===== config.mk =====
export PLATFORM = sky130hd
export DESIGN_NAME = merkle_range_proof_planner
export DESIGN_NICKNAME = d
export VERILOG_FILES = /design/src/rtl/mrp_pkg.sv /design/src/rtl/merkle_range_proof_planner.sv /design/src/rtl/mrp_ctrl.sv /design/src/rtl/mrp_dp.sv
export SDC_FILE = /design/constraint.sdc
export NUM_CORES = 2
export LEC_CHECK = 0
export BUFFER_PORTS_ARGS = -buffer_cell sky130_fd_sc_hd__clkbuf_2
export CAP_MARGIN = 15
export CORE_MARGIN = 5
export CORE_UTILIZATION = 60
export CTS_CLUSTER_DIAMETER = 200
export DETAILED_ROUTE_END_ITERATION = 10
export PLACE_DENSITY = 0.78
export SLEW_MARGIN = 10
export SYNTH_ARGS = -nofsm -noshare
export SYNTH_HDL_FRONTEND = slang
export SYNTH_SLANG_ARGS = --single-unit

===== constraint.sdc =====
create_clock -name clk -period 13.41 [get_ports clk]
set_input_delay 1.341 -clock clk [delete_from_list [all_inputs] [get_ports clk]]
set_output_delay 1.341 -clock clk [all_outputs]
set_load 0.05 [all_outputs]

===== src/rtl/mrp_pkg.sv =====
// ----------------------------------------------------------------------------
// mrp_pkg
// Constants, types and helpers shared by the range proof planner modules.
// ----------------------------------------------------------------------------
package mrp_pkg;

	localparam int LEN_W       = 32;
	localparam int BLOCK_BYTES = 1024;
	localparam int HASH_BYTES  = 32;
	localparam int STACK_DEPTH = 24;

	localparam int BLOCK_SHIFT = $clog2(BLOCK_BYTES);
	localparam int HASH_SHIFT  = $clog2(HASH_BYTES);
	localparam int BLK_W       = LEN_W - BLOCK_SHIFT + 1;
	localparam int STK_AW      = $clog2(STACK_DEPTH);
	localparam int PTR_W       = $clog2(STACK_DEPTH + 1);
	localparam int HB_W        = 10;
	localparam int OFF_W       = 28;
	localparam int CNT_W       = 6;
	localparam int PAY_W       = 12;

	typedef logic [BLK_W-1:0] blk_t;

	typedef struct packed {
		logic load;
		logic setup;
		logic push;
		logic pop;
		logic emit;
		logic send_held;
		logic send_final;
	} mrp_cmd_t;

	typedef struct packed {
		logic bad;
		logic outside;
		logic enclosed;
		logic stack_empty;
		logic held_valid;
		logic out_free;
	} mrp_sts_t;

	// isolate the highest set bit
	function automatic blk_t msb_onehot(input blk_t v);
		blk_t r;
		r = '0;
		for (int i = 0; i < BLK_W; i++) begin
			r[i] = v[i] & ~(|(v >> (i + 1)));
		end
		return r;
	endfunction

endpackage


===== src/rtl/merkle_range_proof_planner.sv =====
// ----------------------------------------------------------------------------
// merkle_range_proof_planner
// Plans a Merkle range proof: head/tail extents and the subtree hash offsets.
// ----------------------------------------------------------------------------
// Request channel (req_valid/req_stall) takes total_length, range_start and
// range_end; a word is taken when valid is high and stall is low. Response
// channel (rsp_valid/rsp_stall) gives one word per needed subtree hash, left
// to right, the last word carrying sibling_count and payload_bytes. A range
// covering every block gives one word with sibling_valid low; a badly ordered
// request gives one word with bad_request and last_item set.
// One request is in flight at a time; req_stall is high from acceptance until
// the last word is loaded into the output register, so the next request can
// be taken while that word still waits.
// Flow: one setup step, then a visit to each tree node of the depth-first
// walk (about four per tree level, some 90 at full length), then the last
// word. The subtree stack and the node register hold the walk state.
// A stalled receiver holds the walk at the next subtree hash found.
// Reset clears the sequencer and the output valid; no sweep is needed.
// ----------------------------------------------------------------------------
module merkle_range_proof_planner import mrp_pkg::*; (
	input  logic               clk,
	input  logic               arst_n,
	input  logic               req_valid,
	output logic               req_stall,
	input  logic [LEN_W-1:0]   total_length,
	input  logic [LEN_W-1:0]   range_start,
	input  logic [LEN_W-1:0]   range_end,
	output logic               rsp_valid,
	input  logic               rsp_stall,
	output logic [LEN_W-1:0]   head_start,
	output logic [HB_W-1:0]    head_bytes,
	output logic [LEN_W-1:0]   tail_start,
	output logic [HB_W-1:0]    tail_bytes,
	output logic [OFF_W-1:0]   sibling_offset,
	output logic               sibling_valid,
	output logic [CNT_W-1:0]   sibling_count,
	output logic [PAY_W-1:0]   payload_bytes,
	output logic               bad_request,
	output logic               last_item
);

	mrp_cmd_t cmd;
	mrp_sts_t sts;

	mrp_ctrl u_ctrl (
		.clk       (clk),
		.arst_n    (arst_n),
		.req_valid (req_valid),
		.req_stall (req_stall),
		.sts       (sts),
		.cmd       (cmd)
	);

	mrp_dp u_dp (
		.clk            (clk),
		.arst_n         (arst_n),
		.cmd            (cmd),
		.sts            (sts),
		.total_length   (total_length),
		.range_start    (range_start),
		.range_end      (range_end),
		.rsp_valid      (rsp_valid),
		.rsp_stall      (rsp_stall),
		.head_start     (head_start),
		.head_bytes     (head_bytes),
		.tail_start     (tail_start),
		.tail_bytes     (tail_bytes),
		.sibling_offset (sibling_offset),
		.sibling_valid  (sibling_valid),
		.sibling_count  (sibling_count),
		.payload_bytes  (payload_bytes),
		.bad_request    (bad_request),
		.last_item      (last_item)
	);

endmodule


===== src/rtl/mrp_ctrl.sv =====
// ----------------------------------------------------------------------------
// mrp_ctrl
// Sequencer for the tree walk: accept, set up, walk one node a cycle unless the output stalls, finish.
// ----------------------------------------------------------------------------
module mrp_ctrl import mrp_pkg::*; (
	input  logic     clk,
	input  logic     arst_n,
	input  logic     req_valid,
	output logic     req_stall,
	input  mrp_sts_t sts,
	output mrp_cmd_t cmd
);

	localparam logic [1:0] ST_IDLE  = 2'd0;
	localparam logic [1:0] ST_SETUP = 2'd1;
	localparam logic [1:0] ST_WALK  = 2'd2;
	localparam logic [1:0] ST_FINAL = 2'd3;

	logic [1:0] state_q;
	logic [1:0] state_d;

	assign req_stall = (state_q != ST_IDLE);

	always_comb begin
		state_d = state_q;
		cmd     = '0;
		unique case (state_q)
			ST_IDLE: begin
				if (req_valid) begin
					cmd.load = 1'b1;
					state_d  = ST_SETUP;
				end
			end
			ST_SETUP: begin
				cmd.setup = 1'b1;
				state_d   = ST_WALK;
			end
			ST_WALK: begin
				if (sts.bad) begin
					state_d = ST_FINAL;
				end else if (sts.outside) begin
					if (!sts.held_valid || sts.out_free) begin
						cmd.emit      = 1'b1;
						cmd.send_held = sts.held_valid;
						if (sts.stack_empty) begin
							state_d = ST_FINAL;
						end else begin
							cmd.pop = 1'b1;
						end
					end
				end else if (sts.enclosed) begin
					if (sts.stack_empty) begin
						state_d = ST_FINAL;
					end else begin
						cmd.pop = 1'b1;
					end
				end else begin
					cmd.push = 1'b1;
				end
			end
			ST_FINAL: begin
				if (sts.out_free) begin
					cmd.send_final = 1'b1;
					state_d        = ST_IDLE;
				end
			end
			default: begin
				state_d = ST_IDLE;
			end
		endcase
	end

	always_ff @(posedge clk or negedge arst_n) begin
		if (!arst_n) begin
			state_q <= ST_IDLE;
		end else begin
			state_q <= state_d;
		end
	end

endmodule


===== src/rtl/mrp_dp.sv =====
// ----------------------------------------------------------------------------
// mrp_dp
// Request registers, node registers, subtree stack and output word register.
// ----------------------------------------------------------------------------
module mrp_dp import mrp_pkg::*; (
	input  logic               clk,
	input  logic               arst_n,
	input  mrp_cmd_t           cmd,
	output mrp_sts_t           sts,
	input  logic [LEN_W-1:0]   total_length,
	input  logic [LEN_W-1:0]   range_start,
	input  logic [LEN_W-1:0]   range_end,
	output logic               rsp_valid,
	input  logic               rsp_stall,
	output logic [LEN_W-1:0]   head_start,
	output logic [HB_W-1:0]    head_bytes,
	output logic [LEN_W-1:0]   tail_start,
	output logic [HB_W-1:0]    tail_bytes,
	output logic [OFF_W-1:0]   sibling_offset,
	output logic               sibling_valid,
	output logic [CNT_W-1:0]   sibling_count,
	output logic [PAY_W-1:0]   payload_bytes,
	output logic               bad_request,
	output logic               last_item
);

	logic [LEN_W-1:0] len_q, rs_q, re_q;
	blk_t             bfrom_q, bto_q;
	logic [HB_W-1:0]  tb_q;
	logic             bad_q;
	blk_t             idx_q, nf_q, nt_q, m_q;
	logic [PTR_W-1:0] ptr_q;
	logic [CNT_W-1:0] cnt_q;
	logic [OFF_W-1:0] held_q;
	logic             held_valid_q;
	logic             rsp_valid_q;

	blk_t stk_idx [STACK_DEPTH];
	blk_t stk_nf  [STACK_DEPTH];
	blk_t stk_nt  [STACK_DEPTH];
	blk_t stk_m   [STACK_DEPTH];

	// setup terms
	blk_t             blocks, m0, bto, bfrom;
	logic [HB_W-1:0]  tb_raw, tb;
	logic [LEN_W:0]   rem;
	logic             bad;

	// walk terms
	blk_t                       oh, ohm1, push_idx, mid;
	logic [BLK_W:0]             off_sum;
	logic [BLK_W+HASH_SHIFT:0]  off_full;
	logic [OFF_W-1:0]           emit_off;
	logic [PTR_W-1:0]           ptr_dec;
	logic [STK_AW-1:0]          wr_addr, rd_addr;

	// output terms
	logic [LEN_W-1:0] hstart;
	logic [HB_W-1:0]  hbytes;
	logic [PAY_W-1:0] payload;

	always_comb begin
		blocks = BLK_W'(len_q >> BLOCK_SHIFT) + BLK_W'(|len_q[BLOCK_SHIFT-1:0]);
		m0     = BLK_W'((len_q - 1'b1) >> BLOCK_SHIFT);
		bto    = BLK_W'(re_q >> BLOCK_SHIFT) + BLK_W'(|re_q[BLOCK_SHIFT-1:0]);
		bfrom  = BLK_W'(rs_q >> BLOCK_SHIFT);
		tb_raw = HB_W'(0) - re_q[HB_W-1:0];
		rem    = {1'b0, len_q} - {1'b0, re_q};
		tb     = (rem < (LEN_W + 1)'(tb_raw)) ? rem[HB_W-1:0] : tb_raw;
		bad    = (rs_q == '0) || (rs_q >= re_q) || (re_q > len_q);
	end

	always_comb begin
		oh       = msb_onehot(m_q);
		ohm1     = oh - 1'b1;
		push_idx = idx_q + (oh | ohm1);
		mid      = nf_q + oh;
		off_sum  = {1'b0, idx_q} + {m_q, 1'b0};
		off_full = {off_sum, {HASH_SHIFT{1'b0}}};
		emit_off = off_full[OFF_W-1:0];
		ptr_dec  = ptr_q - 1'b1;
		wr_addr  = ptr_q[STK_AW-1:0];
		rd_addr  = ptr_dec[STK_AW-1:0];
	end

	always_comb begin
		hstart  = {rs_q[LEN_W-1:BLOCK_SHIFT], {BLOCK_SHIFT{1'b0}}};
		hbytes  = rs_q[HB_W-1:0];
		payload = PAY_W'(hbytes) + PAY_W'(tb_q) + PAY_W'({cnt_q, {HASH_SHIFT{1'b0}}});
	end

	always_comb begin
		sts.bad         = bad_q;
		sts.outside     = (nt_q <= bfrom_q) || (nf_q >= bto_q);
		sts.enclosed    = (nf_q >= bfrom_q) && (nt_q <= bto_q);
		sts.stack_empty = (ptr_q == '0);
		sts.held_valid  = held_valid_q;
		sts.out_free    = !rsp_valid_q || !rsp_stall;
	end

	always_ff @(posedge clk) begin
		if (cmd.load) begin
			len_q <= total_length;
			rs_q  <= range_start;
			re_q  <= range_end;
		end
		if (cmd.setup) begin
			bfrom_q <= bfrom;
			bto_q   <= bto;
			tb_q    <= tb;
		end
		if (cmd.emit) begin
			held_q <= emit_off;
		end
	end

	always_ff @(posedge clk) begin
		if (cmd.push) begin
			stk_idx[wr_addr] <= push_idx;
			stk_nf[wr_addr]  <= mid;
			stk_nt[wr_addr]  <= nt_q;
			stk_m[wr_addr]   <= m_q & ~oh;
		end
	end

	always_ff @(posedge clk or negedge arst_n) begin
		if (!arst_n) begin
			bad_q        <= 1'b0;
			idx_q        <= '0;
			nf_q         <= '0;
			nt_q         <= '0;
			m_q          <= '0;
			ptr_q        <= '0;
			cnt_q        <= '0;
			held_valid_q <= 1'b0;
		end else if (cmd.setup) begin
			bad_q        <= bad;
			idx_q        <= '0;
			nf_q         <= '0;
			nt_q         <= blocks;
			m_q          <= m0;
			ptr_q        <= '0;
			cnt_q        <= '0;
			held_valid_q <= 1'b0;
		end else begin
			if (cmd.push) begin
				ptr_q <= ptr_q + 1'b1;
				nt_q  <= mid;
				m_q   <= ohm1;
			end else if (cmd.pop) begin
				ptr_q <= ptr_dec;
				idx_q <= stk_idx[rd_addr];
				nf_q  <= stk_nf[rd_addr];
				nt_q  <= stk_nt[rd_addr];
				m_q   <= stk_m[rd_addr];
			end
			if (cmd.emit) begin
				cnt_q        <= cnt_q + 1'b1;
				held_valid_q <= 1'b1;
			end
		end
	end

	always_ff @(posedge clk or negedge arst_n) begin
		if (!arst_n) begin
			rsp_valid_q <= 1'b0;
		end else if (cmd.send_held || cmd.send_final) begin
			rsp_valid_q <= 1'b1;
		end else if (!rsp_stall) begin
			rsp_valid_q <= 1'b0;
		end
	end

	always_ff @(posedge clk) begin
		if (cmd.send_final && bad_q) begin
			head_start     <= '0;
			head_bytes     <= '0;
			tail_start     <= '0;
			tail_bytes     <= '0;
			sibling_offset <= '0;
			sibling_valid  <= 1'b0;
			sibling_count  <= '0;
			payload_bytes  <= '0;
			bad_request    <= 1'b1;
			last_item      <= 1'b1;
		end else if (cmd.send_held || cmd.send_final) begin
			head_start     <= hstart;
			head_bytes     <= hbytes;
			tail_start     <= re_q;
			tail_bytes     <= tb_q;
			sibling_offset <= held_valid_q ? held_q : '0;
			sibling_valid  <= held_valid_q;
			sibling_count  <= cmd.send_final ? cnt_q : '0;
			payload_bytes  <= cmd.send_final ? payload : '0;
			bad_request    <= 1'b0;
			last_item      <= cmd.send_final;
		end
	end

	assign rsp_valid = rsp_valid_q;

endmodule


==> metrics.md <==
| Metric | Value |
|---|---|
| Die Height | `434.0 µm` |
| Final hold vios | `0` |
| Critical Path AT | `7390 ps` |
| CTS buffer count | `274` |
| Rel. slew slack | `0.1688` |
| Post-CTS resize count | `0` |
| DR vias | `about 63,000` |
| Pin count of the biggest net entering global routing | `124` |
| Fin. max-slew vios | `0` |
| RR Startpoint | `u_dp.m_q[22]` |
| CTS tree | `yes` |
| Startpoint Class | `flip-flop` |
| CTS H-tree depth | `5` |
| Core Area | `178,600 µm²` |
| Die extent in x | `roughly 430 µm` |
| Final core occ | `0.6759` |
| Remaining global-route overflow | `0` |
| Post-CTS setup buffers | `0` |
| # setup viols final | `0` |
| Pre-antenna DRT Iters | `5` |
| Worst R2R Setup Slack | `6600 ps` |
| Clock root buffer | `clkbuf_16` |
| Port Buf Inserts | `219` |
| Fraction of layout cells with a size suffix above 1 | `0.2117` |
| Worst Setup EP | `u_dp.stk_nf[13][20]` |
| R2r endpoint | `u_dp.stk_nf[13][20]` |
| Critical path peak fanout | `24` |
| Initial Utilization | `0.6038` |
| Cell count of the worst reg-to-reg path | `19` |
| GRT Overall Usage | `0.3254` |
| First-pass GRT wire length | `between 400,000 and 500,000 µm` |
| Actual slew at the worst max-slew pin | `about 1200 ps` |
| Clk sinks | `2,584` |
| Synth unique cells | `81` |
| Final setup skew | `79.12 ps` |
| Antenna violations before repair | `13` |
| Worst Path Required | `around 14,000 ps` |
| Setup TNS | `0 ps` |
| Seq/Total Area, Yosys | `0.7035` |
| Power Dens Cells | `between 200 and 250 nW/µm²` |
| Top-area cell type share of the netlist area | `0.6566` |
| Post-Synthesis Cells | `between 6,000 and 7,000` |
| Fmax | `0.1469 GHz` |
| Row Count | `roughly 160` |
| FFs w/ async S/R, synth | `0.04180` |
| First-iteration detailed-routing DRC count | `8,545` |
| Residual DRC count | `0` |
| Nets | `6,964` |
| ANT nets after route | `0` |
| Top post-synthesis cells by count | `2,358 x edfxtp_1, 633 x nand2_1, 618 x mux4_2` |
| Vias in the first global route | `between 60,000 and 70,000` |
| #FFs+latches synth | `about 2,600` |
| Vias per inst | `between 6 and 7` |
| Wire per inst | `around 34 µm` |
| Area Overhead vs Synth | `11.95%` |
| Crit. Startpoint | `u_dp.m_q[22]` |
| CP Capture Type | `flip-flop` |
| VDD IR-drop max | `slightly below 200 µV` |
| Placer Congestion | `~0.94` |
| DRT Wirelength | `slightly above 300,000 µm` |
| Worst Hold Class | `input port to async pin` |
| Final Cycle Share | `0.5076` |
| DP Wirelength | `175,600 µm` |
| Leakage | `slightly above 40 nW` |
| Synth area leaders | `edfxtp_1 66%, mux4_2 13%, ha_1 3.3%` |
| Die footprint | `approximately 190,000 µm²` |
| Max-Cap Viols | `0` |
| Insertion delay to the later sink of the worst-skew pair | `930 ps` |
| Number of I/O pins | `approximately 240` |
| Synth warn | `0` |
| Clk slew on worst S/H paths | `~60 ps` |
| Area leader, netlist | `edfxtp_1` |
| Post-synth EDFFs | `2,358` |
| Final Critical Period | `6807 ps` |
| Outcome | `completed` |
| Post-CTS Hold Buffers | `0` |
| Clock Path Buffers | `4` |
| Mean Syn Cell Area | `about 17 µm²` |
| Cell area after synthesis | `107,800 µm²` |
| Critical path type | `flip-flop to flip-flop` |
| Unrepaired setup endpoints after global routing | `no` |
| Most common cell in the netlist | `edfxtp_1` |
| Ys flop type | `edfxtp_1` |
==> layout by cell type, fill, tap and decap left out, types with 58 or more instances in the layout <==
cell,count
a21o_1,73
dfrtp_1,107
clkbuf_2,218
o21ai_0,170
nor2_1,196
xnor2_1,102
mux4_2,618
edfxtp_1,2358
nand3_1,138
o211ai_1,68
buf_4,132
nand2_1,633
clkbuf_1,58
inv_1,185
ha_1,282
clkbuf_16,282
a21oi_1,197
dfxtp_1,118
==> registers in the layout, indices dropped and copies added, names as in the netlist, 23 cells and up <==
signal / count
u_dp.held_q: 23
u_dp.re_q: 32
u_dp.rs_q: 32
u_dp.stk_m: 528
u_dp.m_q: 23
u_dp.stk_idx: 552
u_dp.sibling_offset: 23
u_dp.stk_nt: 552
u_dp.nf_q: 23
u_dp.idx_q: 23
u_dp.stk_nf: 552
u_dp.bto_q: 23
u_dp.nt_q: 23
u_dp.tail_start: 32
u_dp.len_q: 32
==> critical path, cell delays in order (launching register included) <==
cell and delay [ps]:
dfrtp_1 480, nor4_1 580, nand2_1 400, or3_1 490, nor3_1 340, nand2b_1 130, nor2_1 190, nand2_1 130
inv_1 80, ha_1 250, nor2b_1 150, o21a_1 190, o21ai_1 170, a21oi_1 170, a2111oi_0 860, nor2_1 180
a311oi_1 710, o21bai_1 190, xnor2_1 190, inv_1 570
==> routing by layer <==
metal	global-route usage	part of all wire
met4	0.1578	0.057
met3	0.06709	0.11
met2	0.5195	0.48
met1	0.4352	0.35
met5	0	0.00013
==> how the worst min path moves through the flow <==
stage,start,endpoint,slack (ps),cells past startpoint
5_1_grt,arst_n,u_dp.bad_q,450,1
3_3_place_gp,u_dp.head_bytes[8],u_dp.head_bytes[8],430,2
2_1_floorplan,u_dp.rs_q[23],u_dp.bfrom_q[13],480,0
4_1_cts,arst_n,u_ctrl.state_q[1],440,1
3_5_place_dp,u_dp.bad_request,u_dp.bad_request,440,2
6_report,arst_n,u_dp.bad_q,410,1
==> power by group <==
group | switching (W) | total [W] | internal, W
clock | 0.00307 | 0.00721 | 0.00414
combinational | 0.00539 | 0.00799 | 0.00260
sequential | 0.000700 | 0.0110 | 0.0103
total | 0.00916 | 0.0262 | 0.0170
==> final cells by class <==
cell class,instances,area (µm²)
diodes,4,10.01
multi-input cells,3164,30520
inverters,187,701.9
clock inverters,110,882.1
clock buffers,355,7481
flip-flops and latches,2584,75880
well taps,2355,2947
repair buffers,363,2313
fillers,11150,57880
==> cell families after synthesis <==
group,synth area share
flip-flops,0.7035
AND/OR/NAND/NOR,0.05296
AO/OA/AOI/OAI,0.04757
multiplexers,0.1310
buffers and inverters,0.01801
adder cells (fa/ha/maj),0.03406
XOR/XNOR,0.01283
other,0.00003477
==> metrics by stage <==
stage	instance area (µm²)	instances	setup WS, ps	hold WS [ps]	total power (W)
floorplan	107900	6238	6128	477.9	0.01585
global placement	112300	8649	7119	431.8	0.01864
detailed placement	112300	8649	6952	440.6	0.01883
finish	120700	9122	6603	409.6	0.02616
global route	120700	9118	6299	447.0	0.02706
CTS	120700	9114	6891	435.7	0.02608
Note: power is estimated with default switching activity, not from simulation.
